File: src/rtl/ccpp_pkg.sv
`default_nettype none
// -----------------------------------------------------------------------------
// ccpp_pkg
// Shared types, codes and the tag decode table for the constant-pool parser.
// -----------------------------------------------------------------------------
package ccpp_pkg;

   localparam logic [1:0] PH_TAG     = 2'd0;
   localparam logic [1:0] PH_PAYLOAD = 2'd1;
   localparam logic [1:0] PH_TEXT    = 2'd2;
   localparam logic [1:0] PH_ERROR   = 2'd3;

   localparam logic [1:0] KIND_ENTRY = 2'd0;
   localparam logic [1:0] KIND_PAD   = 2'd1;
   localparam logic [1:0] KIND_TEXT  = 2'd2;
   localparam logic [1:0] KIND_ERROR = 2'd3;

   localparam logic [7:0] TAG_UTF8           = 8'd1;
   localparam logic [7:0] TAG_INTEGER        = 8'd3;
   localparam logic [7:0] TAG_FLOAT          = 8'd4;
   localparam logic [7:0] TAG_LONG           = 8'd5;
   localparam logic [7:0] TAG_DOUBLE         = 8'd6;
   localparam logic [7:0] TAG_CLASS          = 8'd7;
   localparam logic [7:0] TAG_STRING         = 8'd8;
   localparam logic [7:0] TAG_FIELDREF       = 8'd9;
   localparam logic [7:0] TAG_METHODREF      = 8'd10;
   localparam logic [7:0] TAG_IFACE_METHODREF = 8'd11;
   localparam logic [7:0] TAG_NAME_AND_TYPE  = 8'd12;
   localparam logic [7:0] TAG_METHOD_HANDLE  = 8'd15;
   localparam logic [7:0] TAG_METHOD_TYPE    = 8'd16;
   localparam logic [7:0] TAG_INVOKE_DYNAMIC = 8'd18;

   localparam logic [15:0] START_INDEX_RESET = 16'd1;

   localparam int QUEUE_DEPTH = 4;
   localparam int QUEUE_AW    = 2;

   typedef struct packed {
      logic       pool_start;
      logic [7:0] pool_byte;
   } item_type;

   typedef struct packed {
      logic [1:0]  kind;
      logic [15:0] entry_index;
      logic [7:0]  tag;
      logic [63:0] value_bits;
      logic [15:0] first_ref;
      logic [15:0] second_ref;
      logic [7:0]  ref_kind;
      logic [15:0] text_length;
      logic [7:0]  text_byte;
      logic        last;
   } result_type;

   typedef struct packed {
      logic push0;
      logic push1;
   } push_type;

   function automatic logic [3:0] payload_size(input logic [7:0] t);
      logic [3:0] sz;
      case (t)
         TAG_UTF8, TAG_CLASS, TAG_STRING, TAG_METHOD_TYPE: sz = 4'd2;
         TAG_INTEGER, TAG_FLOAT, TAG_FIELDREF, TAG_METHODREF,
         TAG_IFACE_METHODREF, TAG_NAME_AND_TYPE, TAG_INVOKE_DYNAMIC: sz = 4'd4;
         TAG_LONG, TAG_DOUBLE: sz = 4'd8;
         TAG_METHOD_HANDLE: sz = 4'd3;
         default: sz = 4'd0;
      endcase
      return sz;
   endfunction

endpackage
`default_nettype wire

File: src/rtl/ccpp_in_stage.sv
`default_nettype none
// -----------------------------------------------------------------------------
// ccpp_in_stage
// Input register: holds one pool byte until the parser takes it.
// -----------------------------------------------------------------------------
module ccpp_in_stage
   import ccpp_pkg::*;
(
   input  wire logic     clock,
   input  wire logic     reset,
   input  wire logic     in_valid,
   output logic          in_ready,
   input  wire item_type in_item,
   input  wire logic     consume,
   output logic          item_valid,
   output item_type      item
);

   logic     valid_ff, valid_in;
   item_type item_ff;

   assign in_ready   = !valid_ff || consume;
   assign valid_in   = (in_valid && in_ready) || (valid_ff && !consume);
   assign item_valid = valid_ff;
   assign item       = item_ff;

   always_ff @(posedge clock) begin
      if (reset) begin
         valid_ff <= 1'b0;
      end else begin
         valid_ff <= valid_in;
      end
   end

   always_ff @(posedge clock) begin
      if (in_valid && in_ready) begin
         item_ff <= in_item;
      end
   end

endmodule
`default_nettype wire

File: src/rtl/ccpp_parser.sv
`default_nettype none
// -----------------------------------------------------------------------------
// ccpp_parser
// Tag/payload/text state machine; builds up to two result records per byte.
// -----------------------------------------------------------------------------
module ccpp_parser
   import ccpp_pkg::*;
(
   input  wire logic        clock,
   input  wire logic        reset,
   input  wire logic        item_valid,
   input  wire item_type    item,
   input  wire logic [15:0] start_index,
   input  wire logic        space,
   output logic             consume,
   output push_type         push,
   output result_type       rec0,
   output result_type       rec1
);

   logic [1:0]  phase_ff, phase_in, phase_cur;
   logic [7:0]  tag_ff, tag_in, tag_cur;
   logic [3:0]  left_ff, left_in, left_cur, left_dec, sz;
   logic [15:0] text_ff, text_in, text_cur;
   logic [63:0] acc_ff, acc_in, acc_cur, acc_shift;
   logic [15:0] cnt_ff, cnt_in, cnt_cur;
   logic [15:0] lo16;
   logic [7:0]  b;
   logic        n0, n1;

   assign b         = item.pool_byte;
   assign phase_cur = item.pool_start ? PH_TAG : phase_ff;
   assign tag_cur   = item.pool_start ? 8'd0 : tag_ff;
   assign left_cur  = item.pool_start ? 4'd0 : left_ff;
   assign text_cur  = item.pool_start ? 16'd0 : text_ff;
   assign acc_cur   = item.pool_start ? 64'd0 : acc_ff;
   assign cnt_cur   = item.pool_start ? start_index : cnt_ff;
   assign acc_shift = {acc_cur[55:0], b};
   assign left_dec  = left_cur - 4'd1;
   assign lo16      = acc_shift[15:0];
   assign sz        = payload_size(b);

   always_comb begin
      phase_in = phase_cur;
      tag_in   = tag_cur;
      left_in  = left_cur;
      text_in  = text_cur;
      acc_in   = acc_cur;
      cnt_in   = cnt_cur;
      rec0     = '0;
      rec1     = '0;
      n0       = 1'b0;
      n1       = 1'b0;
      case (phase_cur)
         PH_TAG: begin
            if (sz == 4'd0) begin
               rec0.kind        = KIND_ERROR;
               rec0.entry_index = cnt_cur;
               rec0.tag         = b;
               rec0.last        = 1'b1;
               n0               = 1'b1;
               phase_in         = PH_ERROR;
            end else begin
               tag_in   = b;
               left_in  = sz;
               acc_in   = 64'd0;
               phase_in = PH_PAYLOAD;
            end
         end
         PH_PAYLOAD: begin
            acc_in  = acc_shift;
            left_in = left_dec;
            if (left_dec == 4'd0) begin
               phase_in         = PH_TAG;
               acc_in           = 64'd0;
               cnt_in           = cnt_cur + 16'd1;
               rec0.kind        = KIND_ENTRY;
               rec0.entry_index = cnt_cur;
               rec0.tag         = tag_cur;
               rec0.last        = 1'b1;
               n0               = 1'b1;
               case (tag_cur)
                  TAG_UTF8: begin
                     rec0.text_length = lo16;
                     text_in          = lo16;
                     if (lo16 != 16'd0) begin
                        phase_in = PH_TEXT;
                     end
                  end
                  TAG_INTEGER, TAG_FLOAT: begin
                     rec0.value_bits = {32'd0, acc_shift[31:0]};
                  end
                  TAG_LONG, TAG_DOUBLE: begin
                     rec0.value_bits  = acc_shift;
                     rec0.last        = 1'b0;
                     rec1.kind        = KIND_PAD;
                     rec1.entry_index = cnt_cur + 16'd1;
                     rec1.last        = 1'b1;
                     n1               = 1'b1;
                     cnt_in           = cnt_cur + 16'd2;
                  end
                  TAG_CLASS, TAG_STRING, TAG_METHOD_TYPE: begin
                     rec0.first_ref = lo16;
                  end
                  TAG_METHOD_HANDLE: begin
                     rec0.first_ref = lo16;
                     rec0.ref_kind  = acc_shift[23:16];
                  end
                  default: begin
                     rec0.first_ref  = acc_shift[31:16];
                     rec0.second_ref = lo16;
                  end
               endcase
            end
         end
         PH_TEXT: begin
            rec0.kind        = KIND_TEXT;
            rec0.entry_index = cnt_cur - 16'd1;
            rec0.tag         = TAG_UTF8;
            rec0.text_byte   = b;
            rec0.last        = 1'b1;
            n0               = 1'b1;
            text_in          = text_cur - 16'd1;
            if (text_cur == 16'd1) begin
               phase_in = PH_TAG;
            end
         end
         default: begin
         end
      endcase
   end

   assign consume    = item_valid && space;
   assign push.push0 = consume && n0;
   assign push.push1 = consume && n1;

   always_ff @(posedge clock) begin
      if (reset) begin
         phase_ff <= PH_TAG;
         tag_ff   <= 8'd0;
         left_ff  <= 4'd0;
         text_ff  <= 16'd0;
         acc_ff   <= 64'd0;
         cnt_ff   <= START_INDEX_RESET;
      end else if (consume) begin
         phase_ff <= phase_in;
         tag_ff   <= tag_in;
         left_ff  <= left_in;
         text_ff  <= text_in;
         acc_ff   <= acc_in;
         cnt_ff   <= cnt_in;
      end
   end

endmodule
`default_nettype wire

File: src/rtl/ccpp_out_queue.sv
`default_nettype none
// -----------------------------------------------------------------------------
// ccpp_out_queue
// Small result queue: takes one or two records a cycle, drains one a cycle while out_ready is high.
// -----------------------------------------------------------------------------
module ccpp_out_queue
   import ccpp_pkg::*;
(
   input  wire logic       clock,
   input  wire logic       reset,
   input  wire push_type   push,
   input  wire result_type rec0,
   input  wire result_type rec1,
   output logic            space,
   output logic            out_valid,
   input  wire logic       out_ready,
   output result_type      out_rec
);

   localparam logic [QUEUE_AW:0] FREE_LIMIT = (QUEUE_AW + 1)'(QUEUE_DEPTH - 2);

   result_type          mem_ff [QUEUE_DEPTH];
   logic [QUEUE_AW-1:0] wr_ptr_ff, wr_ptr_in, rd_ptr_ff, rd_ptr_in;
   logic [QUEUE_AW:0]   count_ff, count_in;
   logic                pop;

   assign out_valid = count_ff != '0;
   assign out_rec   = mem_ff[rd_ptr_ff];
   assign space     = count_ff <= FREE_LIMIT;
   assign pop       = out_valid && out_ready;

   assign wr_ptr_in = wr_ptr_ff + QUEUE_AW'(push.push0) + QUEUE_AW'(push.push1);
   assign rd_ptr_in = rd_ptr_ff + QUEUE_AW'(pop);
   assign count_in  = count_ff + (QUEUE_AW + 1)'(push.push0) + (QUEUE_AW + 1)'(push.push1)
                      - (QUEUE_AW + 1)'(pop);

   always_ff @(posedge clock) begin
      if (reset) begin
         wr_ptr_ff <= '0;
         rd_ptr_ff <= '0;
         count_ff  <= '0;
      end else begin
         wr_ptr_ff <= wr_ptr_in;
         rd_ptr_ff <= rd_ptr_in;
         count_ff  <= count_in;
      end
   end

   always_ff @(posedge clock) begin
      if (push.push0) begin
         mem_ff[wr_ptr_ff] <= rec0;
      end
      if (push.push1) begin
         mem_ff[wr_ptr_ff + QUEUE_AW'(1)] <= rec1;
      end
   end

endmodule
`default_nettype wire

File: src/rtl/class_constant_pool_parser.sv
`default_nettype none
// -----------------------------------------------------------------------------
// class_constant_pool_parser
// Byte-serial class-file constant-pool parser with entry, padding, text and
// error results.
// -----------------------------------------------------------------------------
// channel   dir  handshake          payload
// req_      in   tvalid/tready      tdata: pool_byte; tuser: pool_start
// rsp_      out  tvalid/tready      tdata: record fields; tuser: kind; tlast: last
// csr_      in   wr_en              wr_data: start_index
//
// One byte per cycle while the queue has space: input register, combinational decode, result queue.
// Each result is decoded from the input register and written to the queue before its rsp_ transfer.
// Long and double entries push two results at once; the four-entry queue
// drains one per cycle, so req_tready stays high while rsp_tready does.
// Reset is synchronous; start_index returns to 1.
// A stalled rsp_ side stops decode once three results wait, then drops req_tready.
// -----------------------------------------------------------------------------
module class_constant_pool_parser
   import ccpp_pkg::*;
(
   input  wire logic         clock,
   input  wire logic         reset,
   input  wire logic         req_tvalid,
   output logic              req_tready,
   input  wire logic [7:0]   req_tdata,   // [7:0] pool_byte
   input  wire logic         req_tuser,   // [0] pool_start
   output logic              rsp_tvalid,
   input  wire logic         rsp_tready,
   // [15:0] entry_index, [23:16] tag, [87:24] value_bits, [103:88] first_ref,
   // [119:104] second_ref, [127:120] ref_kind, [143:128] text_length,
   // [151:144] text_byte
   output logic [151:0]      rsp_tdata,
   output logic [1:0]        rsp_tuser,   // [1:0] kind
   output logic              rsp_tlast,
   input  wire logic         csr_wr_en,
   input  wire logic [15:0]  csr_wr_data
);

   logic [15:0] start_index_ff;
   item_type    in_item, item;
   logic        item_valid, consume, space;
   push_type    push;
   result_type  rec0, rec1, out_rec;

   always_ff @(posedge clock) begin
      if (reset) begin
         start_index_ff <= START_INDEX_RESET;
      end else if (csr_wr_en) begin
         start_index_ff <= csr_wr_data;
      end
   end

   assign in_item.pool_byte  = req_tdata;
   assign in_item.pool_start = req_tuser;

   ccpp_in_stage u_in_stage (
      .clock      (clock),
      .reset      (reset),
      .in_valid   (req_tvalid),
      .in_ready   (req_tready),
      .in_item    (in_item),
      .consume    (consume),
      .item_valid (item_valid),
      .item       (item)
   );

   ccpp_parser u_parser (
      .clock       (clock),
      .reset       (reset),
      .item_valid  (item_valid),
      .item        (item),
      .start_index (start_index_ff),
      .space       (space),
      .consume     (consume),
      .push        (push),
      .rec0        (rec0),
      .rec1        (rec1)
   );

   ccpp_out_queue u_out_queue (
      .clock     (clock),
      .reset     (reset),
      .push      (push),
      .rec0      (rec0),
      .rec1      (rec1),
      .space     (space),
      .out_valid (rsp_tvalid),
      .out_ready (rsp_tready),
      .out_rec   (out_rec)
   );

   assign rsp_tdata = {out_rec.text_byte, out_rec.text_length, out_rec.ref_kind,
                       out_rec.second_ref, out_rec.first_ref, out_rec.value_bits,
                       out_rec.tag, out_rec.entry_index};
   assign rsp_tuser = out_rec.kind;
   assign rsp_tlast = out_rec.last;

   a_pair_needs_first: assert property (@(posedge clock) disable iff (reset)
      push.push1 |-> push.push0 && !rec0.last && rec1.last)
      else $error("padding record pushed without its entry record");

   a_pad_closes: assert property (@(posedge clock) disable iff (reset)
      rsp_tvalid && rsp_tuser == KIND_PAD |-> rsp_tlast && rsp_tdata[23:16] == 8'd0)
      else $error("padding result not last or has a tag");

   a_text_tagged: assert property (@(posedge clock) disable iff (reset)
      rsp_tvalid && rsp_tuser == KIND_TEXT |-> rsp_tlast && rsp_tdata[23:16] == TAG_UTF8)
      else $error("text byte result malformed");

   a_push_on_consume: assert property (@(posedge clock) disable iff (reset)
      push.push0 |-> consume && item_valid)
      else $error("result pushed without a consumed byte");

endmodule
`default_nettype wire
File: config.mk
export PLATFORM = sky130hd
export DESIGN_NAME = class_constant_pool_parser
export DESIGN_NICKNAME = d
export VERILOG_FILES = /design/src/rtl/ccpp_pkg.sv /design/src/rtl/ccpp_in_stage.sv /design/src/rtl/ccpp_parser.sv /design/src/rtl/ccpp_out_queue.sv /design/src/rtl/class_constant_pool_parser.sv
export SDC_FILE = /design/constraint.sdc
export NUM_CORES = 2
export LEC_CHECK = 0
export BUFFER_PORTS_ARGS = -buffer_cell sky130_fd_sc_hd__clkbuf_2
export CORE_MARGIN = 4
export CORE_UTILIZATION = 35
export DETAILED_ROUTE_END_ITERATION = 12
export HOLD_SLACK_MARGIN = 0.1
export PLACE_DENSITY = 0.52
export SYNTH_ARGS = -nofsm -noshare
export SYNTH_HDL_FRONTEND = slang
export SYNTH_HIERARCHICAL = 1
export SYNTH_SLANG_ARGS = --single-unit
File: constraint.sdc
create_clock -name clock -period 21.8 [get_ports clock]
set_input_delay 4.36 -clock clock [delete_from_list [all_inputs] [get_ports clock]]
set_output_delay 4.36 -clock clock [all_outputs]
set_load 0.01 [all_outputs]
==> impl_metrics.ini <==
[clock_tree]
clkTransAtPathRegs_ns = 0.06
cts_sinks = 755
cts.htree.levels = 3
cts_buffers = 88
ctsResizeCount = 0
worst_skew_pair.late_latency_ns = 0.67
cts_tree = done
clockBufferDepth = 3
cts_setup_buffers = 0
cts-hold-fix-buffers = 0
cts_root_buf = clkbuf_16

[power]
seq_power_share = 0.427
sw_frac_of_total = 0.2915
power_mw = 4.105
power_switching_mw = 1.197
p_leak_nw = 16.43
p_comb_frac = 0.224
vdd_ir_drop_max_mv = 0.08991
clockPowerShare = 0.349
p_int_mw = 2.909
power_density_nw_per_um2 = 92.65

[critical_path]
cp-start-kind = flop
critPathSlowestCell = dfxtp_4
critPathKind = flop to output pin
cp_common_cell = buf_4
end_kind = output pin
crit_path_cell_trace = buf_4 -> buf_4 -> mux4_2 -> clkbuf_2
slowest_delay_ns = 0.94
cp_data_required_time_ns = 17.44
critPathMaxFanout = 51
worstPathArrival_ns = 4.04

[route]
wl_per_cell_um = 26.31
drt-initial-drc-count = 1696
viasPerCell = 5.371
first_pass_iters = 5
dr_total_vias = 24110
wl_um = 118100
drc = 0
ant_nets = 0

[worst_hold_path]
hold_class = flop to flop

[timing]
drv_slew = 0
hold_violations = 0
worstMarginPinSlew_ns = 1.109
max_freq_mhz = 119.1
post-route-period-util = 0.3851
fin_crit_ns = 8.396
finalSetupViolCount = 0
maxSlewHeadroom = 0.2606
fin_worst_skew_ns = 0.03248
hold_ws_ns = 0.4653
rsz0062_at_grt = no
tns_ns = 0

[global_route]
antenna_found_initial = 7
grt_usage = 0.1959
grt_max_degree = 115
grt_pass1_wl_um = 172300
gr-total-overflow = 0
grt_pass1_vias = 25240

[layout]
multi_input_area_um2 = 16830
num-fill-cells = 10610
layout-area-overhead-vs-synth_pct = 11.54
layout_commonest_cell = edfxtp_1
finish.instance_area_um2 = 44310
nets = 2970
layout_common_cells = edfxtp_1, mux2_2, clkbuf_2
seqCellArea_um2 = 21420
layout-drive-gt1-share = 0.3906

[die]
initial_utilization = 0.3527
die_w_um = 344.9
dieArea_um2 = 119000
rows = 123
coreArea_um2 = 112700
die_y_um = 344.9
boundaryPins = 187

[synthesis]
synth_edf_count = 629
ys_ff_latch = 755
postSynthAreaPerCell_um2 = 14.30
synth-seq-area-share = 0.5389
yosys_warnings = 6
ys.flop_type = edfxtp_1
synth.cell_area_um2 = 39730
ys_async_sr_fraction = 0
synth.distinct_cells = 88
netlist_instances = 2778

[placed_design]
gp_congestion = 0.8498
place_hpwl_um = 75210
dpl_cell_area_um2 = 41520
port_buffers = 186

[outcome]
status = finished, final reports clean

[flow_run]
max_cap_viol_count = 0
cell families after synthesis:
logic type               share of synthesized area
AO/OA/AOI/OAI                              0.04929
XOR/XNOR                                  0.007716
adder cells (fa/ha/maj)                   0.008440
buffers and inverters                      0.05250
flip-flops                                  0.5389
multiplexers                                0.2768
other                                   0.00009439
AND/OR/NAND/NOR                            0.06623
per-layer routing:
| metal | global-route usage | share of wire |
|---|---|---|
| met1 | 0.2578 | 0.43 |
| met2 | 0.3353 | 0.50 |
| met3 | 0.02846 | 0.049 |
| met4 | 0.05962 | 0.027 |
| met5 | 0 | 0.00017 |
worst max-delay path: cells and delay by family, from the launching register on:
| family | cells | cell delay (ns) |
|---|---|---|
| buffers and inverters | 3 | 1.65 |
| flip-flops | 1 | 0.94 |
| multiplexers | 1 | 0.61 |
path summary, 6_finish.rpt:
kind	from	end	slack [ns]	depth (start not counted)
hold reg to reg	u_parser/acc_ff[8]$_SDFFE_PP0P_	u_parser/acc_ff[8]$_SDFFE_PP0P_	0.47	1
hold / removal	u_parser/acc_ff[8]$_SDFFE_PP0P_	u_parser/acc_ff[8]$_SDFFE_PP0P_	0.47	1
setup reg to reg	u_in_stage/item[8]$_DFFE_PP_	u_out_queue/mem_ff[3][24]$_DFFE_PP_	14.48	13
setup / recovery	u_out_queue/rd_ptr_ff[0]$_SDFF_PP0_	rsp_tdata[104]	13.40	4
cell type report:
type                    instances  share of cell area
diodes                          2           0.0001129
inverters                      28            0.002372
repair buffers                231             0.02920
multi-input cells            1811              0.3798
clock inverters                49            0.009290
clock buffers                 114             0.05354
flip-flops and latches        755              0.4833
well taps                    1500             0.04235
sequential cells by signal, indices dropped and copies added, names as in the netlist:
name and flops:
u_out_queue/mem_ff 620, u_parser/acc_ff 56, start_index_ff 16, u_parser/cnt_ff 16, u_parser/text_ff 16, u_in_stage/item 9, u_parser/tag_ff 8, u_parser/left_ff 4
u_out_queue/count_ff 3, u_out_queue/rd_ptr_ff 2, u_out_queue/wr_ptr_ff 2, u_parser/phase_ff 2, u_in_stage/item_valid 1
synthesized netlist by cell type, types with 8 or more instances:
master | number | area, um^2
nand3b_1 | 23 | 172.7
or3_1 | 12 | 75.07
a22o_1 | 46 | 402.9
nand3_1 | 43 | 215.2
nor2b_1 | 18 | 112.6
inv_1 | 27 | 101.4
o21ai_1 | 8 | 40.04
xnor2_1 | 24 | 210.2
nor2_1 | 158 | 593.1
nand2_1 | 117 | 439.2
edfxtp_1 | 629 | 18890
nor3_1 | 19 | 95.09
mux4_2 | 155 | 3491
ha_1 | 22 | 275.3
xor2_1 | 11 | 96.34
mux2_2 | 623 | 7015
clkbuf_1 | 57 | 214.0
dfxtp_1 | 126 | 2522
a21oi_1 | 49 | 245.2
buf_4 | 145 | 1089
and2_1 | 29 | 181.4
buf_2 | 91 | 455.4
mux2i_1 | 42 | 420.4
nand4_1 | 14 | 87.58
a211oi_1 | 13 | 97.59
buf_1 | 12 | 45.04
nand2b_1 | 10 | 62.56
and3_1 | 48 | 300.3
o21ai_0 | 34 | 170.2
buf_6 | 14 | 157.7
o2bb2ai_1 | 18 | 157.7
a31oi_1 | 8 | 50.05
o22ai_1 | 12 | 75.07
stage by stage:
step / worst slack [ns] / util / std cells
after floorplan: 6.369 / - / 2914
final: 13.40 / 0.3934 / 4490
after CTS: 13.22 / 0.3933 / 4488
after global routing: 13.02 / 0.3933 / 4488
after global placement: 14.04 / 0.3686 / 4325
after detailed placement: 13.94 / 0.3686 / 4325
power groups by stage:
| stage | Combinational [mW] | Clock [mW] | Sequential (mW) |
|---|---|---|---|
| final | 0.921 | 1.43 | 1.75 |
| after global routing | 1.00 | 1.54 | 1.76 |
| after CTS | 0.945 | 1.48 | 1.76 |
| after detailed placement | 0.941 | 0 | 1.79 |
| after global placement | 0.934 | 0 | 1.78 |
| after floorplan | 0.646 | 0 | 1.76 |
Power figures use the tool's default switching activity.
